===== src/vic_pkg.sv =====
`timescale 1ns / 1ps
// Shared types and constants for the vectored interrupt controller.
// No dependencies; imported by every module of the block.
package vic_pkg;

    localparam int NUM_SOURCES_DEF = 64;   // default number of interrupt sources
    localparam int MAX_SOURCES     = 64;   // width of the source and mask fields
    localparam int HALF_W          = 32;   // bus register width
    localparam int OFFSET_W        = 7;
    localparam int SEL_W           = 4;
    localparam int PIDX_W          = 6;
    localparam int CFG_IDX_W       = 1;
    localparam int CFG_DATA_W      = 64;
    localparam int IN_TDATA_W      = 104;
    localparam int IN_TUSER_W      = 2;
    localparam int OUT_TDATA_W     = 48;

    typedef enum logic [1:0] {
        ACT_TICK  = 2'd0,
        ACT_WRITE = 2'd1,
        ACT_READ  = 2'd2,
        ACT_IDLE  = 2'd3
    } t_action;

    // register select, byte offset bits 6..3
    localparam logic [SEL_W-1:0] SEL_IRQ_STATUS  = 4'h0;
    localparam logic [SEL_W-1:0] SEL_FIQ_STATUS  = 4'h1;
    localparam logic [SEL_W-1:0] SEL_RAW_STATUS  = 4'h2;
    localparam logic [SEL_W-1:0] SEL_FIQ_SELECT  = 4'h3;
    localparam logic [SEL_W-1:0] SEL_ENABLE      = 4'h4;
    localparam logic [SEL_W-1:0] SEL_ENABLE_CLR  = 4'h5;
    localparam logic [SEL_W-1:0] SEL_SOFT        = 4'h6;
    localparam logic [SEL_W-1:0] SEL_SOFT_CLR    = 4'h7;
    localparam logic [SEL_W-1:0] SEL_LEVEL_SENSE = 4'h8;
    localparam logic [SEL_W-1:0] SEL_EDGE_CLR    = 4'hB;
    localparam logic [SEL_W-1:0] SEL_EDGE_STATUS = 4'hC;

    // configuration register indexes
    localparam logic [CFG_IDX_W-1:0] CFG_LEVEL_SENSE = 1'b0;
    localparam logic [CFG_IDX_W-1:0] CFG_FIQ_SELECT  = 1'b1;

    typedef struct packed {
        t_action                action;
        logic [MAX_SOURCES-1:0] source_levels;
        logic [HALF_W-1:0]      write_data;
        logic [OFFSET_W-1:0]    reg_offset;
    } t_item;

    // read_data in the low bits
    typedef struct packed {
        logic              pending_valid;
        logic [PIDX_W-1:0] pending_index;
        logic              fiq_line;
        logic              irq_line;
        logic [HALF_W-1:0] read_data;
    } t_result;

    localparam int RESULT_W = $bits(t_result);

endpackage


===== src/vic_core.sv =====
`timescale 1ns / 1ps
// Interrupt state, bus register file and status computation.
// Depends on vic_pkg.
module vic_core #(
    parameter int NUM_SOURCES = vic_pkg::NUM_SOURCES_DEF
) (
    input  logic                             i_clk,
    input  logic                             i_rst_n,
    input  logic                             i_cfg_we,
    input  logic [vic_pkg::CFG_IDX_W-1:0]    i_cfg_index,
    input  logic [vic_pkg::CFG_DATA_W-1:0]   i_cfg_wdata,
    input  logic                             i_accept,
    input  vic_pkg::t_item                   i_item,
    output logic [vic_pkg::HALF_W-1:0]       o_read_data,
    output logic                             o_irq_line,
    output logic                             o_fiq_line,
    output logic [NUM_SOURCES-1:0]           o_irq_vec
);
    import vic_pkg::*;

    localparam int N = NUM_SOURCES;

    logic [N-1:0] r_level, r_fiq, r_enable, r_soft, r_edge, r_prev;
    logic [N-1:0] n_enable, n_soft, n_edge, n_prev;

    logic [N-1:0]           w_levels, w_bits, w_raw, w_irq, w_fiq;
    logic [MAX_SOURCES-1:0] w_bits_wide, w_reg_wide;
    logic [SEL_W-1:0]       w_sel;
    logic [HALF_W-1:0]      w_rd;

    assign w_levels    = i_item.source_levels[N-1:0];
    assign w_sel       = i_item.reg_offset[OFFSET_W-1:3];
    assign w_bits_wide = i_item.reg_offset[2] ? {i_item.write_data, {HALF_W{1'b0}}}
                                              : {{HALF_W{1'b0}}, i_item.write_data};
    assign w_bits      = w_bits_wide[N-1:0];

    // next state
    always_comb begin
        n_enable = r_enable;
        n_soft   = r_soft;
        n_edge   = r_edge;
        n_prev   = r_prev;
        if (i_accept) begin
            case (i_item.action)
                ACT_TICK: begin
                    // rising edge on an edge-sensed source sets its latch
                    n_edge = r_edge | (w_levels & ~r_prev & ~r_level);
                    n_prev = w_levels;
                end
                ACT_WRITE: begin
                    case (w_sel)
                        SEL_ENABLE:     n_enable = r_enable | w_bits;
                        SEL_ENABLE_CLR: n_enable = r_enable & ~w_bits;
                        SEL_SOFT:       n_soft   = r_soft | w_bits;
                        SEL_SOFT_CLR:   n_soft   = r_soft & ~w_bits;
                        SEL_EDGE_CLR:   n_edge   = r_edge & ~w_bits;
                        default:        ;
                    endcase
                end
                default: ;
            endcase
        end
    end

    // status after the transaction has taken effect
    assign w_raw = (n_prev & r_level) | n_edge | n_soft;
    assign w_irq = w_raw & n_enable & ~r_fiq;
    assign w_fiq = w_raw & n_enable & r_fiq;

    always_comb begin
        case (w_sel)
            SEL_IRQ_STATUS:  w_reg_wide = MAX_SOURCES'(w_irq);
            SEL_FIQ_STATUS:  w_reg_wide = MAX_SOURCES'(w_fiq);
            SEL_RAW_STATUS:  w_reg_wide = MAX_SOURCES'(w_raw);
            SEL_FIQ_SELECT:  w_reg_wide = MAX_SOURCES'(r_fiq);
            SEL_ENABLE:      w_reg_wide = MAX_SOURCES'(n_enable);
            SEL_SOFT:        w_reg_wide = MAX_SOURCES'(n_soft);
            SEL_LEVEL_SENSE: w_reg_wide = MAX_SOURCES'(r_level);
            SEL_EDGE_STATUS: w_reg_wide = MAX_SOURCES'(n_edge);
            default:         w_reg_wide = '0;
        endcase
        w_rd = i_item.reg_offset[2] ? w_reg_wide[MAX_SOURCES-1:HALF_W]
                                    : w_reg_wide[HALF_W-1:0];
    end

    assign o_read_data = (i_item.action == ACT_READ) ? w_rd : '0;
    assign o_irq_line  = |w_irq;
    assign o_fiq_line  = |w_fiq;
    assign o_irq_vec   = w_irq;

    always_ff @(posedge i_clk) begin
        if (!i_rst_n) begin
            r_level  <= '0;
            r_fiq    <= '0;
            r_enable <= '0;
            r_soft   <= '0;
            r_edge   <= '0;
            r_prev   <= '0;
        end else begin
            r_enable <= n_enable;
            r_soft   <= n_soft;
            r_edge   <= n_edge;
            r_prev   <= n_prev;
            if (i_cfg_we) begin
                case (i_cfg_index)
                    CFG_LEVEL_SENSE: r_level <= i_cfg_wdata[N-1:0];
                    CFG_FIQ_SELECT:  r_fiq   <= i_cfg_wdata[N-1:0];
                    default:         ;
                endcase
            end
        end
    end

    a_tick_prev: assert property (@(posedge i_clk) disable iff (!i_rst_n)
        (i_accept && i_item.action == ACT_TICK) |=> (r_prev == $past(w_levels)))
        else $error("previous levels not taken on tick");

    a_edge_clr: assert property (@(posedge i_clk) disable iff (!i_rst_n)
        (i_accept && i_item.action == ACT_WRITE && w_sel == SEL_EDGE_CLR)
        |=> ((r_edge & $past(w_bits)) == '0))
        else $error("edge latch bit survived write-1 clear");

    a_cfg_fiq: assert property (@(posedge i_clk) disable iff (!i_rst_n)
        (i_cfg_we && i_cfg_index == CFG_FIQ_SELECT) |=> (r_fiq == $past(i_cfg_wdata[N-1:0])))
        else $error("fiq_select write lost");

endmodule


===== src/vic_prio.sv =====
`timescale 1ns / 1ps
// Lowest-set-bit priority encoder over the IRQ status vector.
// Depends on vic_pkg.
module vic_prio #(
    parameter int NUM_SOURCES = vic_pkg::NUM_SOURCES_DEF
) (
    input  logic [NUM_SOURCES-1:0]        i_vec,
    output logic [vic_pkg::PIDX_W-1:0]    o_index,
    output logic                          o_valid
);
    import vic_pkg::*;

    localparam int IDX_W = $clog2(NUM_SOURCES);

    logic [IDX_W-1:0] w_idx;

    always_comb begin
        w_idx = '0;
        for (int i = NUM_SOURCES - 1; i >= 0; i--) begin
            if (i_vec[i]) begin
                w_idx = IDX_W'(i);
            end
        end
    end

    assign o_index = PIDX_W'(w_idx);
    assign o_valid = |i_vec;

endmodule


===== src/vic_obuf.sv =====
`timescale 1ns / 1ps
// Output register with one skid entry; decouples downstream stalls from input ready.
// Depends on vic_pkg.
module vic_obuf (
    input  logic               i_clk,
    input  logic               i_rst_n,
    input  logic               i_valid,
    output logic               o_ready,
    input  vic_pkg::t_result   i_data,
    output logic               o_valid,
    input  logic               i_ready,
    output vic_pkg::t_result   o_data
);
    import vic_pkg::*;

    logic    r_out_valid, r_skid_valid;
    t_result r_out_data, r_skid_data;
    logic    w_push, w_pop;

    assign o_ready = !r_skid_valid;
    assign w_push  = i_valid && o_ready;
    assign w_pop   = r_out_valid && i_ready;
    assign o_valid = r_out_valid;
    assign o_data  = r_out_data;

    always_ff @(posedge i_clk) begin
        if (!i_rst_n) begin
            r_out_valid  <= 1'b0;
            r_skid_valid <= 1'b0;
        end else if (w_pop) begin
            if (r_skid_valid) begin
                r_skid_valid <= 1'b0;
            end else begin
                r_out_valid <= w_push;
            end
        end else if (w_push) begin
            if (!r_out_valid) begin
                r_out_valid <= 1'b1;
            end else begin
                r_skid_valid <= 1'b1;
            end
        end
    end

    always_ff @(posedge i_clk) begin
        if (w_pop) begin
            if (r_skid_valid) begin
                r_out_data <= r_skid_data;
            end else if (w_push) begin
                r_out_data <= i_data;
            end
        end else if (w_push) begin
            if (!r_out_valid) begin
                r_out_data <= i_data;
            end else begin
                r_skid_data <= i_data;
            end
        end
    end

    a_skid_order: assert property (@(posedge i_clk) disable iff (!i_rst_n)
        r_skid_valid |-> r_out_valid)
        else $error("skid entry held with empty output register");

    a_skid_fill: assert property (@(posedge i_clk) disable iff (!i_rst_n)
        (w_push && r_out_valid && !w_pop) |=> (r_skid_valid && r_skid_data == $past(i_data)))
        else $error("stalled transaction not captured in skid entry");

    a_skid_drain: assert property (@(posedge i_clk) disable iff (!i_rst_n)
        (w_pop && r_skid_valid) |=> (r_out_valid && r_out_data == $past(r_skid_data)))
        else $error("skid entry not moved to output register");

endmodule


===== src/vectored_interrupt_controller.sv =====
`timescale 1ns / 1ps
// Vectored interrupt controller, top level.
// Depends on vic_pkg, vic_core, vic_prio, vic_obuf.
//
// Usage:
//  - s_axis carries one transaction per item: tuser selects tick (new source
//    levels), bus write, bus read or idle; tdata carries offset, write data, levels.
//  - m_axis returns exactly one result per accepted input: read data, IRQ/FIQ
//    lines and the lowest pending IRQ source index.
//  - i_cfg_* writes level_sense (index 0) and fiq_select (index 1); write only
//    while no transaction is in flight.
// Timing:
//  - State update and result logic are combinational in the handshake cycle;
//    the result is registered in the output stage before it shows on m_axis.
//  - Throughput is one transaction per cycle while m_axis keeps taking results.
// Reset (synchronous, active low) clears all masks, latches and previous levels
// and empties the output stage.
// Stall: while m_axis_tready is low, one more result is held in a skid entry;
// s_axis_tready then drops until m_axis takes the result in the output register.
module vectored_interrupt_controller #(
    parameter int NUM_SOURCES = vic_pkg::NUM_SOURCES_DEF
) (
    input  logic                              i_clk,
    input  logic                              i_rst_n,
    // configuration
    input  logic                              i_cfg_we,
    input  logic [vic_pkg::CFG_IDX_W-1:0]     i_cfg_index,
    input  logic [vic_pkg::CFG_DATA_W-1:0]    i_cfg_wdata,
    // input stream
    input  logic                              s_axis_tvalid,
    output logic                              s_axis_tready,
    // [6:0] reg_offset, [38:7] write_data, [102:39] source_levels, [103] zero
    input  logic [vic_pkg::IN_TDATA_W-1:0]    s_axis_tdata,
    // [1:0] action
    input  logic [vic_pkg::IN_TUSER_W-1:0]    s_axis_tuser,
    // result stream
    output logic                              m_axis_tvalid,
    input  logic                              m_axis_tready,
    // [31:0] read_data, [32] irq_line, [33] fiq_line, [39:34] pending_index,
    // [40] pending_valid, [47:41] zero
    output logic [vic_pkg::OUT_TDATA_W-1:0]   m_axis_tdata
);
    import vic_pkg::*;

    t_item                  w_item;
    t_result                w_result, w_out;
    logic                   w_accept;
    logic [NUM_SOURCES-1:0] w_irq_vec;
    logic [MAX_SOURCES-1:0] w_irq_wide;

    assign w_item.action        = t_action'(s_axis_tuser);
    assign w_item.reg_offset    = s_axis_tdata[OFFSET_W-1:0];
    assign w_item.write_data    = s_axis_tdata[OFFSET_W+HALF_W-1:OFFSET_W];
    assign w_item.source_levels = s_axis_tdata[OFFSET_W+HALF_W+MAX_SOURCES-1:OFFSET_W+HALF_W];

    assign w_accept = s_axis_tvalid && s_axis_tready;

    vic_core #(
        .NUM_SOURCES (NUM_SOURCES)
    ) u_core (
        .i_clk       (i_clk),
        .i_rst_n     (i_rst_n),
        .i_cfg_we    (i_cfg_we),
        .i_cfg_index (i_cfg_index),
        .i_cfg_wdata (i_cfg_wdata),
        .i_accept    (w_accept),
        .i_item      (w_item),
        .o_read_data (w_result.read_data),
        .o_irq_line  (w_result.irq_line),
        .o_fiq_line  (w_result.fiq_line),
        .o_irq_vec   (w_irq_vec)
    );

    // lowest pending IRQ source, matches ffs dispatch order
    vic_prio #(
        .NUM_SOURCES (NUM_SOURCES)
    ) u_prio (
        .i_vec   (w_irq_vec),
        .o_index (w_result.pending_index),
        .o_valid (w_result.pending_valid)
    );

    vic_obuf u_obuf (
        .i_clk   (i_clk),
        .i_rst_n (i_rst_n),
        .i_valid (s_axis_tvalid),
        .o_ready (s_axis_tready),
        .i_data  (w_result),
        .o_valid (m_axis_tvalid),
        .i_ready (m_axis_tready),
        .o_data  (w_out)
    );

    assign m_axis_tdata = {{(OUT_TDATA_W - RESULT_W){1'b0}}, w_out};

    assign w_irq_wide = MAX_SOURCES'(w_irq_vec);

    a_pending_hit: assert property (@(posedge i_clk) disable iff (!i_rst_n)
        w_result.pending_valid |-> w_irq_wide[w_result.pending_index])
        else $error("pending index does not name a pending source");

    a_pending_line: assert property (@(posedge i_clk) disable iff (!i_rst_n)
        m_axis_tvalid |-> (w_out.pending_valid == w_out.irq_line))
        else $error("pending_valid disagrees with irq_line");

endmodule


===== config.mk =====
export PLATFORM = sky130hd
export DESIGN_NAME = vectored_interrupt_controller
export DESIGN_NICKNAME = d
export VERILOG_FILES = /design/src/vic_pkg.sv /design/src/vic_core.sv /design/src/vic_prio.sv /design/src/vic_obuf.sv /design/src/vectored_interrupt_controller.sv
export SDC_FILE = /design/constraint.sdc
export NUM_CORES = 1
export LEC_CHECK = 0
export BUFFER_PORTS_ARGS = -buffer_cell sky130_fd_sc_hd__buf_2
export CORE_UTILIZATION = 45
export DETAILED_ROUTE_END_ITERATION = 8
export GPL_TIMING_DRIVEN = 0
export PLACE_DENSITY = 0.72
export REMOVE_ABC_BUFFERS = 1
export SETUP_SLACK_MARGIN = 0.15
export SYNTH_ARGS = -nofsm -noshare
export SYNTH_HDL_FRONTEND = slang
export SYNTH_SLANG_ARGS = --single-unit

===== constraint.sdc =====
create_clock -name i_clk -period 6.4 [get_ports i_clk]
set_clock_uncertainty 0.1 [all_clocks]
set_input_delay 1.28 -clock i_clk [delete_from_list [all_inputs] [get_ports i_clk]]
set_output_delay 1.28 -clock i_clk [all_outputs]
set_load 0.005 [all_outputs]

## Word-level counts from Yosys, hierarchy flattened

Index checks and enable logic that the tools add are counted.

| storage, ports and cells | value |
|---|---|
| register bits after elaboration | 467 |
| input port bits | 176 |
| output and inout port bits | 50 |
| word-level logic and storage cells | 155 |

| cells by class | value |
|---|---|
| equal/unequal tests | 14 |
| mux-type cells | 87 |
| bitwise logic cells | 21 |
| reductions and logical operators | 16 |

Operators with widths:

| kind | count |
|---|---|
| AND 64 bit | 9 |
| 2-to-1 mux 64 bit | 9 |
| case mux 64 bit (8 select lines) | 1 |
| 2-to-1 mux 6 bit | 64 |
| case mux 64 bit (2 select lines) | 3 |
| OR 64 bit | 5 |
| inverter 64 bit | 4 |
| 2-to-1 mux 41 bit | 5 |
| OR reduction 64 bit | 2 |
| 2-to-1 mux 32 bit | 2 |
| == test 4 x 3 -> 1 bit, second input constant | 4 |
| == test 4 bit, second input constant | 3 |
| == test 4 x 2 -> 1 bit, second input constant | 2 |
| AND reduction 2 bit | 4 |
| AND reduction 3 bit | 2 |
| == test 4 x 1 -> 1 bit, second input constant | 1 |
| logical NOT 4 bit | 1 |
| inequality test 2 bit, second input constant | 2 |
| nonzero test 2 bit | 2 |
| 2-to-1 mux 1 bit | 3 |
| inverter 1 bit | 3 |
| == test 2 x 1 -> 1 bit, second input constant | 1 |
| == test 2 bit, second input constant | 1 |
| logical AND 1 bit | 2 |
| other kinds (3) | 3 |

## Depth between registers and ports, before layout

Gate-level depths: netlist of run 1.

| logic depth | value |
|---|---|
| depth after elaboration | 77 |
| gate-level depth with buffers | 13 |
| gate-level depth less buffers | 9 |

## Hierarchy

Synthesis of run 1 repeated with hierarchy kept, for this count alone.

| second synthesis, totals | value |
|---|---|
| cell total of the unflattened synthesis | 3099 |
| area, all modules | 25170.4 um2 |

By module, submodules not included:

| module | times used | cells each | area each (um2) | sequential area each (um2) |
|---|---|---|---|---|
| vic_core | 1 | 2803 | 21112.7 | 7687.4 |
| vic_obuf | 1 | 142 | 3108.0 | 2502.4 |
| vic_prio | 1 | 145 | 887.1 | 0.0 |
| vectored_interrupt_controller | 1 | 9 | 62.6 | 0.0 |

## Least setup slack after synthesis of run 1

OpenSTA, ideal clock, no wires.

| timing path | value |
|---|---|
| kind | input -> register |
| start point | in s_axis_tvalid |
| end point | reg u_obuf.r_skid_data[0] (netlist name), enable pin |
| setup time | 0.487 ns |
| arrival time | 4.083 ns |
| required time | 5.813 ns |
| path slack | 1.730 ns |
| stages | 2 |
| buffers on the path | 0 |
| path through | nand2_1 -> nor3_1 |

| between the ends | value |
|---|---|
| word-level cells in the longest chain between the ends | 2 |

Ends and longest elaborated chain:

| item | RTL line | source |
|---|---|---|
| start, declared | vectored_interrupt_controller.sv:30 | `input logic s_axis_tvalid,` |
| logical AND 1 bit | vic_obuf.sv:21 | `assign w_push = i_valid && o_ready;` |
| AND reduction 3 bit (no source line) | n/a |  |
| end signal, assigned | vic_obuf.sv:56 | `r_skid_data <= i_data;` |
| end, declared | vic_obuf.sv:17 | `t_result r_out_data, r_skid_data;` |

No other way between the ends.
A chain may end at the register's enable or synchronous reset.

## Worst setup path after layout of run 1

| timing path | value |
|---|---|
| start point | in s_axis_tdata[2] (netlist name) |
| end point | reg u_obuf.r_out_data (netlist bit u_obuf.o_data[33]) (data pin) |

| between the ends | value |
|---|---|
| word-level cells in the longest chain between the ends | 14 |
| elaborated cells on any way between the ends | 26 |
| those cells by class | mux: 15; bitwise: 10; reduce/logical: 1 |

Ends and longest elaborated chain:

| item | RTL line | source |
|---|---|---|
| start, declared | vectored_interrupt_controller.sv:33 | `input logic [vic_pkg::IN_TDATA_W-1:0] s_axis_tdata,` |
| 2-to-1 mux 64 bit * | vic_core.sv:33 | `assign w_bits_wide = i_item.reg_offset[2] ? {i_item.write_data, {HALF_W{1'b0}}}` |
| inverter 64 bit | vic_core.sv:53, vic_core.sv:55, vic_core.sv:56 |  |
| AND 64 bit | vic_core.sv:56 | `SEL_EDGE_CLR: n_edge = r_edge & ~w_bits;` |
| 2-to-1 mux 64 bit | vic_core.sv:51 | `case (w_sel)` |
| case mux 64 bit (2 select lines) | vic_core.sv:44 | `case (i_item.action)` |
| 2-to-1 mux 64 bit | vic_core.sv:43 | `if (i_accept) begin` |
| OR 64 bit (2 in a row) | vic_core.sv:66 | `assign w_raw = (n_prev & r_level) \| n_edge \| n_soft;` |
| AND 64 bit * (2 in a row) | vic_core.sv:68 | `assign w_fiq = w_raw & n_enable & r_fiq;` |
| OR reduction 64 bit * | vic_core.sv:88 | `assign o_fiq_line = \|w_fiq;` |
| via u_core.o_fiq_line | vic_core.sv:16 | `output logic o_fiq_line,` |
| 2-to-1 mux 41 bit, on equally long branches | vic_obuf.sv:53, vic_obuf.sv:49 |  |
| 2-to-1 mux 41 bit, on equally long branches | vic_obuf.sv:52, vic_obuf.sv:47 |  |
| 2-to-1 mux 41 bit * | vic_obuf.sv:46 | `if (w_pop) begin` |
| end signal, assigned | vic_obuf.sv:48 | `r_out_data <= r_skid_data;` |
| end signal, assigned | vic_obuf.sv:50 | `r_out_data <= i_data;` |
| end signal, assigned | vic_obuf.sv:54 | `r_out_data <= i_data;` |
| end, declared | vic_obuf.sv:17 |  |

The timed path passes the listed nets; every way through them passes the cells marked *. The select of a mux whose other input is x is not followed.

==> results of run 1 <==
logic make-up after synthesis:
| family | synth area share, % |
|---|---|
| mux | 4.072 |
| simple gates | 22.90 |
| compound gates | 27.00 |
| buf+inv | 6.630 |
| flops | 39.38 |
| other cells | 0.01458 |
metal layers:
| layer | track usage, % | share of wire, % | vias up |
|---|---|---|---|
| met4 | 17.68 | 6.0 | 8 |
| met5 | 0 | 0.057 | - |
| li1 | - | - | 11710 |
| met2 | 49.80 | 42 | 1843 |
| met3 | 9.722 | 13 | 405 |
| met1 | 43.55 | 38 | 12290 |
cell usage after synthesis (17+ instances only):
| cell | instances |
|---|---|
| a21oi_1 | 253 |
| a221o_1 | 29 |
| a221oi_1 | 67 |
| a31oi_1 | 65 |
| a32o_1 | 124 |
| a32oi_1 | 19 |
| and2_1 | 160 |
| and3_1 | 23 |
| buf_1 | 26 |
| buf_2 | 38 |
| buf_4 | 31 |
| clkbuf_1 | 158 |
| dfxtp_1 | 386 |
| edfxtp_1 | 80 |
| inv_1 | 98 |
| mux2_2 | 37 |
| mux2i_1 | 60 |
| nand2_1 | 392 |
| nand3_1 | 22 |
| nand4_1 | 147 |
| nor2_1 | 236 |
| nor2b_1 | 40 |
| nor3_1 | 67 |
| o211ai_1 | 38 |
| o21ai_0 | 102 |
| o221ai_1 | 26 |
| o22ai_1 | 29 |
| o311ai_1 | 17 |
worst min-delay path, stage by stage, from the launching register on:
cell and delay (ns):
dfxtp_1 0.30, o41ai_1 0.07, a21oi_1 0.06
path summary, 6_finish.rpt:
check	startpoint	end	slack, ns	cells past startpoint
max	s_axis_tdata[2]	u_obuf.o_data[33]	0.18	10
min	u_core.r_enable[47]	u_core.r_enable[47]	0.38	2
max reg2reg	u_obuf.r_skid_valid	u_obuf.o_data[33]	0.65	9
min reg2reg	u_core.r_enable[47]	u_core.r_enable[47]	0.38	2
flip-flops by register name, summed over array words and instances (netlist names):
name	flops
u_obuf.r_skid_valid	1
u_obuf.o_data	40
u_core.r_enable	64
u_core.r_level	64
u_obuf.r_skid_data	40
u_core.r_prev	64
u_obuf.o_valid	1
u_core.r_edge	64
u_core.r_soft	64
u_core.r_fiq	64
power groups by stage:
stage,combinational [mW],sequential [mW],clock (mW)
detailed placement,0.764,3.21,0
floorplan,0.383,3.20,0
global route,0.841,3.16,3.12
CTS,0.768,3.15,2.99
finish,0.794,3.15,2.98
global placement,0.718,3.21,0
metrics by stage:
stage                     setup WS, ns  setup TNS, ns  total power [mW]  util [%]  instances
after floorplan                 -7.151       -1472.74             3.580         -       2794
after global placement          -19.04       -4728.95             3.931     46.88       3765
after detailed placement       -0.4603         -1.289             3.976     49.40       3850
after CTS                       0.1574              0             6.908     52.34       3945
after global routing            0.4591              0             7.118     52.45       3952
final                           0.1807              0             6.923     52.46       3953
area by class of cell:
| type | instances | area [µm²] |
|---|---|---|
| Clock inverter | 18 | 141.4 |
| Timing Repair Buffer | 302 | 2404 |
| Clock buffer | 77 | 1518 |
| Inverter | 99 | 376.6 |
| Antenna cell | 6 | 15.01 |
| Fill cell | 5419 | 26810 |
| Tap cell | 756 | 945.9 |
| Sequential cell | 466 | 10130 |
| Multi-Input combinational cell | 2229 | 14050 |
==> impl_metrics.yaml, run 1 <==
run_status:
  status: "finished, final reports clean"
die:
  boundaryPins: 226
  start_util_pct: 45.62
  die_y_um: 241.1
  coreArea_mm2: 0.05639
  rows: 87
  chipWidth_um: 241.1
  dieArea_mm2: 0.05812
layout:
  final_area_mm2: 0.02958
  final_common_cell: "nand2_1"
  syn_to_final_growth_pct: 15.00
  final_cell_mix: "nand2_1 (390), dfxtp_1 (386), a21oi_1 (253)"
  drive_above_1_share_pct: 15.29
  fin_nets: 3325
power_and_ir_drop:
  combPwrFrac_pct: 11.5
  p_int_mw: 5.058
  ir_worst_vdd_mv: 0.1906
  power.density_mw_per_mm2: 234.1
  p_leak_nw: 10.56
  p_seq_share_pct: 45.5
  power.share.switching_pct: 26.94
  p_sw_mw: 1.865
  power.share.clock_pct: 43.0
synthesis:
  synth-main-ff-cell: "dfxtp_1"
  syn_avg_cell_area_um2: 8.411
  netlist.area_leader.share_pct: 30.04
  synth-seq-area-share_pct: 39.38
  yosysTopAreaCell: "dfxtp_1"
  async_flop_share_pct: 0
  syn_inst: 3058
  netlist_area_mm2: 0.02572
  synth_seq_cells: 466
  synth_enable_flop_cells: 80
  yosys_warnings: 0
  synth.area.top_cells: "dfxtp_1 (30%), edfxtp_1 (9.3%), nand2_1 (5.7%), a21oi_1 (4.9%), a32o_1 (4.8%)"
  ys_types: 103
timing:
  drv_slew: 0
  finalCritPeriodShare_pct: 97.18
  finalHoldViolations: 0
  layout_min_cycle_time_ns: 6.219
  slew_headroom_pct: 9.689
  fmax_mhz: 160.8
  setup_viol: 0
  rsz0062_at_grt: "false"
  holdWs_ns: 0.3757
  tightest_slew_ns: 1.340
worst_setup_path:
  path_buf_inv: 1
  path_delay_family: "simple AND/OR/NAND/NOR gates"
  crit_path_start_kind: "input pin"
  worstSetupEndpointType: "flop"
  max_stage_delay_ns: 1.02
  critPathRequiredTime_ns: 6.65
  crit_type: "in -> reg"
  crit_slowest_cell: "nor3_4"
  crit_fanout: 53
  crit_chain: "buf_4 -> or2_1 -> nor3_4 -> a21oi_1 -> o311ai_1 -> o221ai_1 -> nor3_1 -> nand4_1 -> or4_4 -> mux2_4"
  arrival_ns: 6.47
clock_tree:
  cts_tree: "built"
  htreeDepth: 2
  numCtsBuffers: 51
  cts_hold_buf: 0
  clk_latency_ns: 0.61
  clockBufferDepth: 3
  post_cts_resized: 0
  post_cts_buffers: 0
  cts-root-buf: "clkbuf_16"
  clk_pin_slew_ns: 0.06
  cts.sinks: 466
grt:
  grt_usage_pct: 33.42
  grt_max_degree: 108
  first_global_vias: 23800
  grt_pass1_wl_mm: 147.0
  overflow: 0
  antenna_found_initial: 10
placed_design:
  place_congestion: 0.9903
  portBuffers: 215
  placed_area_mm2: 0.02786
  hpwl_mm: 67.58
worst_hold_path:
  hold_class: "reg -> reg"
detailed_routing:
  routedWlPerCell_um: 25.30
  routed_via_density: 6.642
  wl_mm: 100.0
  num_vias: 26260
  first_iter_violations: 3804
  drtPass1Iterations: 7
  ant_nets: 0
  drcViolationCount: 0
run:
  drv_cap: 0
Power figures use the tool's default switching activity.
==> run 2, diff against run 1 <==
- PLACE_DENSITY: 0.72 -> unset
==> run 2 against run 1 <==
The flow now finishes with violations (negative setup slack). Sequential cell count is the same. Sequential share of layout area up 0.051 points. Design area is 0.15% lower. First-iteration DRC count decreased by 13%. Critical endpoint unchanged. Worst setup slack worse by 0.23 ns. Critical path type unchanged. Sequential power hardly changed. Clock power is essentially flat. Non-clock buffer count up 4. Via count increased by 1.9%.
==> impl_metrics.yaml, run 2 (synthesis results as in run 1) <==
run_status:
  status: "finished with violations"
  violations: "negative setup slack"
die:
  boundaryPins: 226
  start_util_pct: 45.62
  coreArea_mm2: 0.05639
  dieArea_mm2: 0.05812
  chipWidth_um: 241.1
  die_y_um: 241.1
  rows: 87
worst_setup_path:
  crit_path_start_kind: "input pin"
  critPathRequiredTime_ns: 6.66
  crit_chain: "buf_4 -> or2_1 -> nor2_4 -> buf_16 -> a32o_1 -> o311ai_1 -> o221ai_1 -> nor3_1 -> nand4_1 -> or4_4 -> mux2_4"
  rr_startpoint: "u_obuf.r_skid_valid"
  startpoint: "s_axis_tdata[2]"
  arrival_ns: 6.71
  crit_type: "in -> reg"
  r2r.worst_path.cells: 10
  crit_fanout: 53
  max_stage_delay_ns: 0.74
  worstSetupEndpointType: "flop"
  crit_slowest_cell: "buf_4"
clock_tree:
  htreeDepth: 2
  clk_latency_ns: 0.62
  post_cts_buffers: 0
  cts.sinks: 466
  cts_tree: "built"
  clockBufferDepth: 3
  cts_hold_buf: 0
  cts-root-buf: "clkbuf_16"
  numCtsBuffers: 53
  clk_pin_slew_ns: 0.06
  post_cts_resized: 0
detailed_routing:
  drtPass1Iterations: 7
  routed_via_density: 6.761
  wl_mm: 107.3
  routedWlPerCell_um: 27.10
  drcViolationCount: 0
  num_vias: 26770
  first_iter_violations: 3309
  ant_nets: 0
layout:
  fin_nets: 3331
  final_cell_mix: "nand2_1 (390), dfxtp_1 (386), a21oi_1 (253)"
  final_common_cell: "nand2_1"
  syn_to_final_growth_pct: 14.83
  drive_above_1_share_pct: 15.55
placed_design:
  preCtsSetupSlack_ns: -0.4028
  place_congestion: 0.9230
  hpwl_mm: 73.25
  portBuffers: 215
timing:
  tightest_slew_ns: 1.381
  setup_viol: 1
  fmax_mhz: 155.1
  timing.final.ws_setup_ns: -0.04773
  holdWs_ns: 0.3790
  finalCritPeriodShare_pct: 100.7
  layout_min_cycle_time_ns: 6.448
  drv_slew: 0
  finalHoldViolations: 0
  rsz0062_at_grt: "false"
  slew_headroom_pct: 6.489
grt:
  overflow: 0
  antenna_found_initial: 5
  grt_max_degree: 115
  grt_pass1_wl_mm: 157.6
  grt_usage_pct: 36.21
  first_global_vias: 24750
power_and_ir_drop:
  p_leak_nw: 10.57
  power.density_mw_per_mm2: 234.0
  ir_worst_vdd_mv: 0.1935
  fin_total_pwr_mw: 6.913
worst_hold_path:
  hold_depth: 2
  hold_class: "reg -> reg"
  min_from: "u_core.r_enable[47]"
run:
  drv_cap: 0
## run 2: layout make-up
class	instances	area, µm²
antenna	6	15.01
clock buffer	58	1355
clock inverter	39	264.0
fill	5378	26850
inverter	99	376.6
multi-input combinational	2229	14050
sequential	466	10130
tap	756	945.9
timing repair buffer	306	2399
## run 2: routing by layer
layer	up-vias	GRT usage, %	wire (µm)
met1	13040	47.67	43220
met2	1690	56.45	47680
met4	4	15.73	4728
li1	11730	-	-
met5	-	0	29
met3	295	8.510	11650
## run 2: report_power, final
part	total (mW)	switching (mW)	internal, mW
Sequential	3.15	0.0750	3.08
Combinational	0.809	0.544	0.265
Clock	2.95	1.31	1.64
## run 2: path summary, 6_finish.rpt
path                                       endpoint  slack [ns]
worst min register to register  u_core.r_enable[47]        0.38
worst min-delay path            u_core.r_enable[47]        0.38
worst max-delay path              u_obuf.o_data[33]       -0.05
worst max register to register    u_obuf.o_data[33]        0.48
## run 2: worst max-delay path, delay by kind of cell
family / cells / cell delay [ns]
multiplexers: 1 / 0.27
AND/OR/NAND/NOR: 5 / 2.58
AO/OA/AOI/OAI: 3 / 1.48
buffers and inverters: 2 / 1.00
## run 2: through the flow
step / cells / util [%] / cell area (µm²) / setup TNS (ns)
final: 3959 / 52.38 / 29540 / -0.04773
after global routing: 3954 / 52.36 / 29520 / 0
after CTS: 3950 / 52.31 / 29500 / 0
after detailed placement: 3853 / 49.44 / 27880 / -0.5552
after global placement: 3765 / 46.88 / 26430 / -4987.23
after floorplan: 2794 / - / 24410 / -1472.74
